### config.mk
export PLATFORM = sky130hd
export DESIGN_NAME = midi_controller_chase_tracker_unit
export DESIGN_NICKNAME = d
export VERILOG_FILES = /design/src/rtl/mct_pkg.sv /design/src/rtl/mct_ram.sv /design/src/rtl/mct_ctrl.sv /design/src/rtl/mct_dp.sv /design/src/rtl/midi_controller_chase_tracker_unit.sv
export SDC_FILE = /design/constraint.sdc
export NUM_CORES = 1
export LEC_CHECK = 0
export BUFFER_PORTS_ARGS = -buffer_cell sky130_fd_sc_hd__buf_4
export CELL_PAD_IN_SITES_DETAIL_PLACEMENT = 1
export CELL_PAD_IN_SITES_GLOBAL_PLACEMENT = 2
export CORE_ASPECT_RATIO = 0.7
export CORE_MARGIN = 1
export CORE_UTILIZATION = 50
export CTS_BUF_LIST = sky130_fd_sc_hd__clkbuf_16
export DETAILED_ROUTE_END_ITERATION = 6
export GPL_TIMING_DRIVEN = 0
export HOLD_SLACK_MARGIN = 0.1
export PLACE_DENSITY = 0.89
export SLEW_MARGIN = 0
export SYNTH_ARGS = -nofsm -noshare
export SYNTH_HDL_FRONTEND = slang
export SYNTH_SLANG_ARGS = --single-unit
### constraint.sdc
create_clock -name i_clk -period 3.7 [get_ports i_clk]
set_input_delay 0.74 -clock i_clk [delete_from_list [all_inputs] [get_ports i_clk]]
set_output_delay 0.74 -clock i_clk [all_outputs]
set_load 0.02 [all_outputs]
### src/rtl/mct_pkg.sv
// ----------------------------------------------------------------------------
// mct_pkg
// Shared constants and types for the MIDI controller chase tracker.
// ----------------------------------------------------------------------------
package mct_pkg;

    localparam int CONTROLLER_COUNT = 128;
    localparam int BANK_SIZE        = 32;

    localparam int CTL_AW = (CONTROLLER_COUNT > 1) ? $clog2(CONTROLLER_COUNT) : 1;
    localparam int CNT_W  = $clog2(CONTROLLER_COUNT + 1);
    localparam int SUM_W  = CNT_W + 8;

    localparam int BANK_COUNT = (CONTROLLER_COUNT + BANK_SIZE - 1) / BANK_SIZE;
    localparam int LAST_BANK  = (BANK_COUNT - 1 > 3) ? 3 : BANK_COUNT - 1;

    localparam int S_TDATA_W = 24;
    localparam int M_TDATA_W = 24;

    localparam logic [7:0] KIND_MASK    = 8'hf0;
    localparam logic [7:0] CHANNEL_MASK = 8'h0f;
    localparam logic [7:0] KIND_CONTROL = 8'hb0;
    localparam logic [7:0] KIND_PROGRAM = 8'hc0;
    localparam logic [7:0] KIND_BEND    = 8'he0;

    localparam logic CMD_RECORD = 1'b0;
    localparam logic CMD_REPLAY = 1'b1;

    typedef enum logic [2:0] {
        ST_IDLE,
        ST_SCAN,
        ST_READ,
        ST_PROG,
        ST_BEND,
        ST_FLUSH
    } t_state;

    typedef enum logic [1:0] {
        SRC_CTL,
        SRC_PROG,
        SRC_BEND
    } t_src;

    typedef struct packed {
        logic load_replay;
        logic step;
        logic rd_en;
        logic push;
        t_src push_src;
        logic flush;
    } t_cmd;

    typedef struct packed {
        logic bank_ok;
        logic at_stop;
        logic cur_valid;
        logic last_bank;
        logic prog_valid;
        logic bend_valid;
        logic pend_valid;
        logic out_free;
    } t_sts;

endpackage

### src/rtl/mct_ram.sv
// ----------------------------------------------------------------------------
// mct_ram
// Generic single write port, single read port RAM with registered read.
// ----------------------------------------------------------------------------
module mct_ram #(
    parameter int WIDTH = 8,
    parameter int DEPTH = 16
) (
    input  logic                                         i_clk,
    input  logic                                         i_we,
    input  logic [((DEPTH > 1) ? $clog2(DEPTH) : 1)-1:0] i_waddr,
    input  logic [WIDTH-1:0]                             i_wdata,
    input  logic                                         i_re,
    input  logic [((DEPTH > 1) ? $clog2(DEPTH) : 1)-1:0] i_raddr,
    output logic [WIDTH-1:0]                             o_rdata
);

    logic [WIDTH-1:0] r_mem [DEPTH];
    logic [WIDTH-1:0] r_rdata;

    always_ff @(posedge i_clk) begin
        if (i_we) begin
            r_mem[i_waddr] <= i_wdata;
        end
        if (i_re) begin
            r_rdata <= r_mem[i_raddr];
        end
    end

    assign o_rdata = r_rdata;

endmodule

### src/rtl/mct_ctrl.sv
// ----------------------------------------------------------------------------
// mct_ctrl
// Sequencer for record and replay transfers of the chase tracker.
// ----------------------------------------------------------------------------
module mct_ctrl (
    input  logic          i_clk,
    input  logic          i_rst_n,
    input  logic          i_in_valid,
    input  logic          i_in_cmd,
    output logic          o_in_ready,
    input  mct_pkg::t_sts i_sts,
    output mct_pkg::t_cmd o_cmd
);

    mct_pkg::t_state r_state;
    mct_pkg::t_state n_state;
    logic            push_ok;

    assign push_ok = !i_sts.pend_valid || i_sts.out_free;

    always_ff @(posedge i_clk) begin
        if (!i_rst_n) begin
            r_state <= mct_pkg::ST_IDLE;
        end else begin
            r_state <= n_state;
        end
    end

    always_comb begin
        n_state        = r_state;
        o_in_ready     = 1'b0;
        o_cmd          = '0;
        o_cmd.push_src = mct_pkg::SRC_CTL;
        case (r_state)
            mct_pkg::ST_IDLE: begin
                o_in_ready = 1'b1;
                if (i_in_valid && (i_in_cmd == mct_pkg::CMD_REPLAY) && i_sts.bank_ok) begin
                    o_cmd.load_replay = 1'b1;
                    n_state           = mct_pkg::ST_SCAN;
                end
            end
            mct_pkg::ST_SCAN: begin
                if (i_sts.at_stop) begin
                    n_state = i_sts.last_bank ? mct_pkg::ST_PROG : mct_pkg::ST_FLUSH;
                end else if (i_sts.cur_valid) begin
                    o_cmd.rd_en = 1'b1;
                    n_state     = mct_pkg::ST_READ;
                end else begin
                    o_cmd.step = 1'b1;
                end
            end
            mct_pkg::ST_READ: begin
                if (push_ok) begin
                    o_cmd.push = 1'b1;
                    o_cmd.step = 1'b1;
                    n_state    = mct_pkg::ST_SCAN;
                end
            end
            mct_pkg::ST_PROG: begin
                if (!i_sts.prog_valid) begin
                    n_state = mct_pkg::ST_BEND;
                end else if (push_ok) begin
                    o_cmd.push     = 1'b1;
                    o_cmd.push_src = mct_pkg::SRC_PROG;
                    n_state        = mct_pkg::ST_BEND;
                end
            end
            mct_pkg::ST_BEND: begin
                if (!i_sts.bend_valid) begin
                    n_state = mct_pkg::ST_FLUSH;
                end else if (push_ok) begin
                    o_cmd.push     = 1'b1;
                    o_cmd.push_src = mct_pkg::SRC_BEND;
                    n_state        = mct_pkg::ST_FLUSH;
                end
            end
            mct_pkg::ST_FLUSH: begin
                if (!i_sts.pend_valid) begin
                    n_state = mct_pkg::ST_IDLE;
                end else if (i_sts.out_free) begin
                    o_cmd.flush = 1'b1;
                    n_state     = mct_pkg::ST_IDLE;
                end
            end
            default: begin
                n_state = mct_pkg::ST_IDLE;
            end
        endcase
    end

endmodule

### src/rtl/mct_dp.sv
// ----------------------------------------------------------------------------
// mct_dp
// Channel state, controller store, scan pointer and result registers.
// ----------------------------------------------------------------------------
module mct_dp (
    input  logic                            i_clk,
    input  logic                            i_rst_n,
    input  logic                            i_in_fire,
    input  logic                            i_in_cmd,
    input  logic [mct_pkg::S_TDATA_W-1:0]   i_in_data,
    input  mct_pkg::t_cmd                   i_cmd,
    output mct_pkg::t_sts                   o_sts,
    input  logic                            i_out_ready,
    output logic                            o_out_valid,
    output logic [mct_pkg::M_TDATA_W-1:0]   o_out_data,
    output logic                            o_out_last
);

    logic [7:0] in_status;
    logic [6:0] in_first;
    logic [6:0] in_second;
    logic [1:0] in_bank;

    assign in_status = i_in_data[7:0];
    assign in_first  = i_in_data[14:8];
    assign in_second = i_in_data[21:15];
    assign in_bank   = i_in_data[23:22];

    logic [mct_pkg::CONTROLLER_COUNT-1:0] r_ctl_valid;
    logic [3:0]                           r_channel;
    logic [6:0]                           r_prog;
    logic                                 r_prog_valid;
    logic [6:0]                           r_bend_lo;
    logic [6:0]                           r_bend_hi;
    logic                                 r_bend_valid;
    logic [mct_pkg::CNT_W-1:0]            r_idx;
    logic [mct_pkg::CNT_W-1:0]            r_stop;
    logic                                 r_last_bank;

    logic [21:0] r_pend;
    logic        r_pend_valid;
    logic        r_out_valid;
    logic [21:0] r_out;
    logic        r_out_last;

    logic        rec;
    logic [7:0]  kind;
    logic        ctl_in_range;
    logic        ctl_write;
    logic [6:0]  ram_rdata;
    logic [mct_pkg::SUM_W-1:0] start_w;
    logic [mct_pkg::SUM_W-1:0] end_w;
    logic [mct_pkg::SUM_W-1:0] stop_w;
    logic [7:0]  chan8;
    logic [21:0] cand;
    logic        out_free;

    assign rec          = i_in_fire && (i_in_cmd == mct_pkg::CMD_RECORD);
    assign kind         = in_status & mct_pkg::KIND_MASK;
    assign ctl_in_range = {1'b0, in_first} < 8'(mct_pkg::CONTROLLER_COUNT);
    assign ctl_write    = rec && (kind == mct_pkg::KIND_CONTROL) && ctl_in_range;

    assign start_w = mct_pkg::SUM_W'(in_bank) * mct_pkg::SUM_W'(mct_pkg::BANK_SIZE);
    assign end_w   = start_w + mct_pkg::SUM_W'(mct_pkg::BANK_SIZE);
    assign stop_w  = (end_w > mct_pkg::SUM_W'(mct_pkg::CONTROLLER_COUNT)) ?
                     mct_pkg::SUM_W'(mct_pkg::CONTROLLER_COUNT) : end_w;

    mct_ram #(
        .WIDTH (7),
        .DEPTH (mct_pkg::CONTROLLER_COUNT)
    ) u_ram (
        .i_clk   (i_clk),
        .i_we    (ctl_write),
        .i_waddr (in_first[mct_pkg::CTL_AW-1:0]),
        .i_wdata (in_second),
        .i_re    (i_cmd.rd_en),
        .i_raddr (r_idx[mct_pkg::CTL_AW-1:0]),
        .o_rdata (ram_rdata)
    );

    assign chan8 = {4'b0000, r_channel} & mct_pkg::CHANNEL_MASK;

    always_comb begin
        case (i_cmd.push_src)
            mct_pkg::SRC_CTL:  cand = {ram_rdata, 7'(r_idx), mct_pkg::KIND_CONTROL | chan8};
            mct_pkg::SRC_PROG: cand = {7'd0, r_prog, mct_pkg::KIND_PROGRAM | chan8};
            mct_pkg::SRC_BEND: cand = {r_bend_hi, r_bend_lo, mct_pkg::KIND_BEND | chan8};
            default:           cand = '0;
        endcase
    end

    assign out_free = !r_out_valid || i_out_ready;

    always_ff @(posedge i_clk) begin
        if (!i_rst_n) begin
            r_ctl_valid  <= '0;
            r_channel    <= '0;
            r_prog       <= '0;
            r_prog_valid <= 1'b0;
            r_bend_lo    <= '0;
            r_bend_hi    <= '0;
            r_bend_valid <= 1'b0;
        end else if (rec) begin
            r_channel <= in_status[3:0];
            if (kind == mct_pkg::KIND_PROGRAM) begin
                r_prog       <= in_first;
                r_prog_valid <= 1'b1;
            end
            if (kind == mct_pkg::KIND_BEND) begin
                r_bend_lo    <= in_first;
                r_bend_hi    <= in_second;
                r_bend_valid <= 1'b1;
            end
            if (ctl_write) begin
                r_ctl_valid[in_first[mct_pkg::CTL_AW-1:0]] <= 1'b1;
            end
        end
    end

    always_ff @(posedge i_clk) begin
        if (i_cmd.load_replay) begin
            r_idx       <= mct_pkg::CNT_W'(start_w);
            r_stop      <= mct_pkg::CNT_W'(stop_w);
            r_last_bank <= (in_bank == 2'(mct_pkg::LAST_BANK));
        end else if (i_cmd.step) begin
            r_idx <= r_idx + 1'b1;
        end
        if (i_cmd.push) begin
            r_pend <= cand;
        end
    end

    always_ff @(posedge i_clk) begin
        if (!i_rst_n) begin
            r_pend_valid <= 1'b0;
            r_out_valid  <= 1'b0;
            r_out_last   <= 1'b0;
        end else begin
            if (i_cmd.push) begin
                r_pend_valid <= 1'b1;
            end else if (i_cmd.flush) begin
                r_pend_valid <= 1'b0;
            end
            if ((i_cmd.push && r_pend_valid) || i_cmd.flush) begin
                r_out_valid <= 1'b1;
                r_out_last  <= i_cmd.flush;
            end else if (i_out_ready) begin
                r_out_valid <= 1'b0;
            end
        end
    end

    always_ff @(posedge i_clk) begin
        if ((i_cmd.push && r_pend_valid) || i_cmd.flush) begin
            r_out <= r_pend;
        end
    end

    assign o_sts.bank_ok    = (in_bank <= 2'(mct_pkg::LAST_BANK));
    assign o_sts.at_stop    = (r_idx == r_stop);
    assign o_sts.cur_valid  = r_ctl_valid[r_idx[mct_pkg::CTL_AW-1:0]];
    assign o_sts.last_bank  = r_last_bank;
    assign o_sts.prog_valid = r_prog_valid;
    assign o_sts.bend_valid = r_bend_valid;
    assign o_sts.pend_valid = r_pend_valid;
    assign o_sts.out_free   = out_free;

    assign o_out_valid = r_out_valid;
    assign o_out_data  = {2'b00, r_out};
    assign o_out_last  = r_out_last;

endmodule

### src/rtl/midi_controller_chase_tracker_unit.sv
// ----------------------------------------------------------------------------
// midi_controller_chase_tracker_unit
// Records MIDI channel state and replays it one controller bank at a time.
// ----------------------------------------------------------------------------
// Input stream: tuser = 0 records the message in tdata (channel, control
// change value, program or pitch bend) and gives nothing back. tuser = 1
// replays the bank in tdata: the bank's controller entries are scanned one
// per cycle, pausing to read each valid one and while the output stalls;
// every valid one adds a control change, and the last bank then adds program
// change and pitch bend when they were recorded. tlast marks the final
// result of a replay; an empty replay sends nothing. The length of a replay
// grows with its valid entries, set by the scan loop over the valid bits and
// the single read port of the value store.
// The first result reaches the output only when a second one is pushed or
// the replay ends, as each result waits in a holding stage until then.
// A stalled output holds its data; the scan waits on it, and input is taken
// again as soon as the final result sits in the output register.
// Reset clears the valid bits, channel, program and bend state and the
// output; controller values need no clearing since they are gated by valid.
// ----------------------------------------------------------------------------
module midi_controller_chase_tracker_unit (
    input  logic                          i_clk,
    input  logic                          i_rst_n,
    input  logic                          s_axis_tvalid,
    output logic                          s_axis_tready,
    // status_byte, data_first, data_second, replay_bank
    input  logic [mct_pkg::S_TDATA_W-1:0] s_axis_tdata,
    // cmd
    input  logic                          s_axis_tuser,
    output logic                          m_axis_tvalid,
    input  logic                          m_axis_tready,
    // out_status, out_first, out_second, two zero bits
    output logic [mct_pkg::M_TDATA_W-1:0] m_axis_tdata,
    output logic                          m_axis_tlast
);

    mct_pkg::t_cmd cmd;
    mct_pkg::t_sts sts;
    logic          in_ready;
    logic          in_fire;

    assign s_axis_tready = in_ready;
    assign in_fire       = s_axis_tvalid && in_ready;

    mct_ctrl u_ctrl (
        .i_clk      (i_clk),
        .i_rst_n    (i_rst_n),
        .i_in_valid (s_axis_tvalid),
        .i_in_cmd   (s_axis_tuser),
        .o_in_ready (in_ready),
        .i_sts      (sts),
        .o_cmd      (cmd)
    );

    mct_dp u_dp (
        .i_clk       (i_clk),
        .i_rst_n     (i_rst_n),
        .i_in_fire   (in_fire),
        .i_in_cmd    (s_axis_tuser),
        .i_in_data   (s_axis_tdata),
        .i_cmd       (cmd),
        .o_sts       (sts),
        .i_out_ready (m_axis_tready),
        .o_out_valid (m_axis_tvalid),
        .o_out_data  (m_axis_tdata),
        .o_out_last  (m_axis_tlast)
    );

endmodule

Yosys cells after proc, flatten, opt, wreduce, memory -nomap -nowiden
Memories as Yosys holds them, arrays and structs flattened. A register that Yosys moved wholly into a read port is not among the register bits.
Cells that the tools add are included.
{ "op_classes": {"add_sub_neg": 2, "reduce_logical": 21, "n_lt_le_gt_ge": 5, "bitwise": 2, "mux": 43, "n_eq_ne": 18} }
{ "op_table": {"columns": ["operator", "count"], "rows": [
  ["OR 128 bit", 1],
  ["case mux 22 bit (3 select lines)", 1],
  ["2-to-1 mux 3 bit", 15],
  ["2-to-1 mux 1 bit", 18],
  ["case mux 3 bit (6 select lines)", 1],
  ["greater-than comparator 16 x 8 -> 1 bit (second input constant)", 1],
  ["less-than comparator 7 x 8 -> 1 bit (second input constant)", 2],
  ["2-to-1 mux 7 bit", 2],
  ["== test 4 bit (second input constant)", 3],
  ["!= test 3 bit (second input constant)", 4],
  ["adder 7 x 6 -> 8 bit (second input constant)", 1],
  ["adder 8 x 1 -> 8 bit (second input constant)", 1],
  ["== test 8 bit", 1],
  ["binary-select mux 1 bit (select 7 bit)", 1],
  ["demux 1 bit (select 7 bit)", 1],
  [">= comparator 7 x 1 -> 1 bit (second input constant)", 1],
  ["logical AND 1 bit", 7],
  ["== test 3 x 2 -> 1 bit (second input constant)", 2],
  ["== test 3 bit (second input constant)", 2],
  ["AND reduction 2 bit", 3],
  ["AND reduction 6 bit", 1],
  ["nonzero test 2 bit", 3],
  ["== test 2 bit (second input constant)", 2],
  ["!= test 2 x 1 -> 1 bit (second input constant)", 2],
  ["12 further kinds", 15]
]} }
{ "totals": {"word_cells": 109, "register_bits": 222, "output_inout_bits": 27, "in_bits": 29, "ramBits": 896, "mem_count": 1} }
{ "memory_table": {"columns": ["memory", "words", "word_bits", "rd", "rd_clocked_by_memory_dff", "write_ports", "line", "rtl"], "rows": [
  ["u_dp.u_ram.r_mem", 128, 7, 1, 1, 1, "mct_ram.sv:18", "logic [WIDTH-1:0] r_mem [DEPTH];"]
]} }

Logic depth before layout (Yosys ltp)
{ "logic_depth": {"depth_word": 9, "mapped_depth": 12, "mapped_depth_nobuf": 9} }

Hierarchy
A second synthesis with hierarchy kept.
{ "hier_totals": {"hier_cells": 2341, "area_unflattened_um2": 44201.1} }
{ "by_module_without_submodules": {"columns": ["mod", "instances", "area_each_um2", "cells_per_inst", "seq_area_each_um2"], "rows": [
  ["mct_ram", 1, 34877.2, 1453, 27116.0],
  ["mct_dp", 1, 8973.6, 841, 4784.6],
  ["mct_ctrl", 1, 344.1, 46, 60.1],
  ["midi_controller_chase_tracker_unit", 1, 6.3, 1, 0.0]
]} }

Worst setup path before layout
OpenSTA, ideal clock, no wires.
{ "synth_path": {"kind": "input-to-reg", "start": "input m_axis_tready", "end": "register u_dp.r_out[0] (enable)", "path_slack_ps": 450, "arrival_ps": 2871, "path_stages": 5, "required_ps": 3320, "setup_time_ps": 380, "n_path_buf": 0, "path_cell_list": "nor2b_1 -> and2_1 -> a21oi_1 -> nand2_1 -> nand2_1"} }
{ "synth_lines": {"columns": ["item", "line", "rtl"], "rows": [
  ["from (decl)", "midi_controller_chase_tracker_unit.sv:31", "input logic m_axis_tready,"],
  ["to (signal assigned)", "mct_dp.sv:155", "r_out <= r_pend;"],
  ["to (decl)", "mct_dp.sv:43", "logic [21:0] r_out;"]
]} }

Final worst setup path
{ "layout_path": {"start": "register u_dp.r_idx[1] in the netlist's numbering", "end": "register u_dp.u_ram.r_rdata[4], in the netlist u_dp.u_ram.o_rdata[4] (read register of u_dp.u_ram.r_mem) (data pin)"} }
{ "layout_between": {"elab_chain_cells": 5, "word_cells_on_any_way": 6, "classes_between": "eq/ne (1); mux (5)"} }
{ "layout_lines": {"columns": ["item", "line", "rtl"], "rows": [
  ["from (decl)", "mct_dp.sv:36", "logic [mct_pkg::CNT_W-1:0] r_idx;"],
  ["from (signal assigned)", "mct_dp.sv:122", "r_idx <= mct_pkg::CNT_W'(start_w);"],
  ["from (signal assigned)", "mct_dp.sv:126", "r_idx <= r_idx + 1'b1;"],
  ["binary-select mux 1 bit (select 7 bit)", "mct_dp.sv:161", "assign o_sts.cur_valid = r_ctl_valid[r_idx[mct_pkg::CTL_AW-1:0]];"],
  ["2-to-1 mux 1 bit (not written as such)", "mct_dp.sv:161", null],
  ["2-to-1 mux 1 bit", "mct_ctrl.sv:45", "end else if (i_sts.cur_valid) begin"],
  ["2-to-1 mux 2 bit", "mct_ctrl.sv:43", "if (i_sts.at_stop) begin"],
  ["2-to-1 mux 1 bit", "mct_ctrl.sv:34", "case (r_state)"],
  ["to (decl)", "mct_ram.sv:19", "logic [WIDTH-1:0] r_rdata;"]
]} }
Several ways; a longest one is shown, not always the timed one. The select of a mux whose other input is x is not followed.
A chain may end at the register's enable or synchronous reset.

==> impl_metrics.toml <==
[outcome]
outcome = "finished with violations"
violations = "capacitance limit, slew limit, setup timing"

[grt]
grt_pass1_wl_um = 192600
gr-total-overflow = 0
first_global_vias = 24480
grt_max_degree = 130
antenna_found_initial = 1
grt_util_all_layers_pct = 31.76

[sta]
period_minus_slack_ns = 3.785
slew_headroom_pct = -12.02
final.setup.worst_slack_ns = -0.08512
timing.hold.ws_ns = 0.2592
final-setup-viol-count = 3
finClkSkew_ns = 0.03838
tightestPinTransition_ns = 1.680
drv_slew = 187
timing.fmax_mhz = 264.2
hold_violations = 0
setup-tns-final_ns = -0.1469
rsz0062_at_grt = "yes"
period_share_pct = 102.3

[yosys]
yosysWarnings = 0
synth_top_area_share_pct = 65.92
yosysTopAreaCell = "edfxtp_1"
yosysUniqueCellTypes = 54
synth_most_common_cell = "edfxtp_1"
synth_area_per_cell_sq_um = 19.81
yosysSeqAreaShare_pct = 73.62
synth_area_sq_um = 43410
synth_edf_count = 953
async_reset_ff_share_pct = 0
synth-seq-cells = 1120
synth_area_leaders = "edfxtp_1 (66%), mux4_2 (16%), dfxtp_1 (7.7%)"
synth_ff_type = "edfxtp_1"
synthTopCellsByCount = "edfxtp_1 (953), mux4_2 (300), dfxtp_1 (167)"
syn_inst = 2191

[hold_path]
hold_path_class = "input pin to flop"

[routing]
vias = 24890
drt_iter0_markers = 4292
wl_per_cell_um = 39.36
drc = 0
drt_pre_antenna_iters = 6
drt_wl_total_um = 142800
vias_per_cell = 6.861
ant_nets = 0

[power_and_ir_drop]
ir_worst_vdd_mv = 0.6701
pwr_density_cell_nw_per_um2 = 684.5
p_total_mw = 34.25
leakagePower_nw = 15.76

[cells_and_area]
layout-drive-gt1-share_pct = 31.42
fin_nets = 2423
design_area_sq_um = 50030
area_growth_pct = 15.25
final_core_util_pct = 58.16
finalNonFillerCells = 3627

[placed_design]
hpwlAfterDp_um = 89450
post-place-ws_ns = -1.743
dp.cells = 3390
io_buffers = 47
place.gp.congestion = 0.9649
place_area_sq_um = 45230

[setup_path]
cp.required_ns = 4.13
crit_path_start_kind = "flop"
worst-path-max-fanout = 10
critPathKind = "flop to flop"
arrival_ns = 4.22
end_kind = "flop"

[floorplan]
die_height_um = 248.5
initial_core_util_pct = 50.46
row_count = 90
io-pin-count = 56
core_area_sq_um = 86030
fp.dieArea_sq_um = 88030
die_w_um = 354.2

[clock_network]
cts_buffers = 100
hold_buffers = 0
path_clk_slew_ns = 0.08
cts-root-buf = "clkbuf_16"
cts_tree = "built"
clk_latency_ns = 0.75
clockBufferDepth = 3
cts.sinks = 1120
htree_levels = 3

[job]
drv_cap = 8
[registers in the layout, summed over array words and instances, names as in the netlist]
name,flops
u_dp.r_bend_lo,7
u_dp.r_bend_hi,7
u_dp.u_ram.o_rdata,7
u_dp.u_ram.r_mem,896
u_dp.r_prog,7
u_dp.r_bend_valid,1
u_dp.r_idx,8
u_ctrl.r_state,3
u_dp.r_out,22
u_dp.o_out_last,1
u_dp.r_stop,3
u_dp.r_prog_valid,1
u_dp.r_ctl_valid,128
u_dp.r_last_bank,1
u_dp.o_out_valid,1
u_dp.r_pend,22
u_dp.r_pend_valid,1
u_dp.r_channel,4
[critical path, cell delays in order, from the launching register on]
cell and delay [ns]:
dfxtp_1 0.35, buf_4 0.28, buf_6 0.24, buf_4 0.26
buf_6 0.27, clkbuf_8 0.32, buf_8 0.27, mux4_2 0.42
mux2i_1 0.23, o221ai_1 0.28, a21oi_2 0.33, a22oi_1 0.18
[placed cells by master (no fill, tap or decap), types with 5 or more instances in the layout]
cell,n
nor2_2,90
xnor2_1,6
nand2b_1,5
a22oi_1,12
clkbuf_4,5
and2_1,6
buf_12,7
a21oi_1,7
edfxtp_1,953
buf_6,28
nand2_1,60
clkbuf_1,49
buf_2,5
bufinv_16,15
clkinv_2,23
buf_8,11
o21a_1,130
a21boi_0,9
clkinv_1,18
nand4_1,10
inv_1,31
nand3b_1,8
nor2_1,40
ha_1,9
nor2b_1,36
nor2_4,33
mux4_2,300
buf_4,101
a211oi_1,5
a222oi_1,7
buf_16,6
mux2i_1,64
dfxtp_1,166
nand3_1,16
clkbuf_16,100
mux2_2,8
[worst paths after layout]
kind / start / to / slack (ns) / cells past startpoint
worst max-delay path: u_dp.r_idx[1]$_SDFFE_PP0P_ / u_dp.u_ram.o_rdata[4]$_DFFE_PP_ / -0.09 / 11
worst min-delay path: s_axis_tdata[21] / u_dp.u_ram.r_mem[103][6]$_DFFE_PP_ / 0.26 / 1
worst max register to register: u_dp.r_idx[1]$_SDFFE_PP0P_ / u_dp.u_ram.o_rdata[4]$_DFFE_PP_ / -0.09 / 11
worst min register to register: u_dp.r_pend[8]$_DFFE_PP_ / u_dp.r_out[8]$_DFFE_PP_ / 0.42 / 0
[layout make-up]
type                    instances  area, sq um
inverters                      12        45.04
multi-input cells             929        11290
diodes                          4        10.01
clock inverters                90        912.1
repair buffers                 91        888.4
well taps                    1150         1439
flip-flops and latches       1120        31960
fillers                      7363        36000
plain buffers                 131        985.9
clock buffers                 100         2502
[where the power goes]
group	leakage, nW	switching (mW)	internal (mW)	total [mW]
sequential	9.90	0.0679	13.8	13.9
clock	1.76	5.04	6.04	11.1
combinational	4.10	5.68	3.58	9.26
total	15.8	10.8	23.5	34.2
[what timing repair did]
item	CTS	global route
pin swaps	2	31
setup endpoints to repair	1033	1031
gates resized for setup	195	90
setup buffers	0	37
[per-layer routing]
| metal | part of all wire (%) | track usage [%] | vias up |
|---|---|---|---|
| met5 | 0.0084 | 0 | - |
| met4 | 4.3 | 12.89 | 2 |
| met3 | 15 | 9.842 | 373 |
| met2 | 44 | 44.87 | 2089 |
| met1 | 37 | 46.13 | 13130 |
| li1 | - | - | 9292 |
[cells by family (layout without fill, tap and decap cells)]
family                     count (synthesis)  count (layout)  synth area share (%)
AOI/OAI and AO/OA                        207             207                 3.551
xor gates and xnor gates                   6               6                0.1210
adders and majority gates                  9               9                0.2594
buffers and inverters                    143             424                 1.683
DFF                                     1120            1120                 73.62
muxes                                    372             372                 17.25
other                                      1               6              0.008638
and+or+nand+nor                          333             333                 3.513
Note: power is estimated with default switching activity, not from simulation.
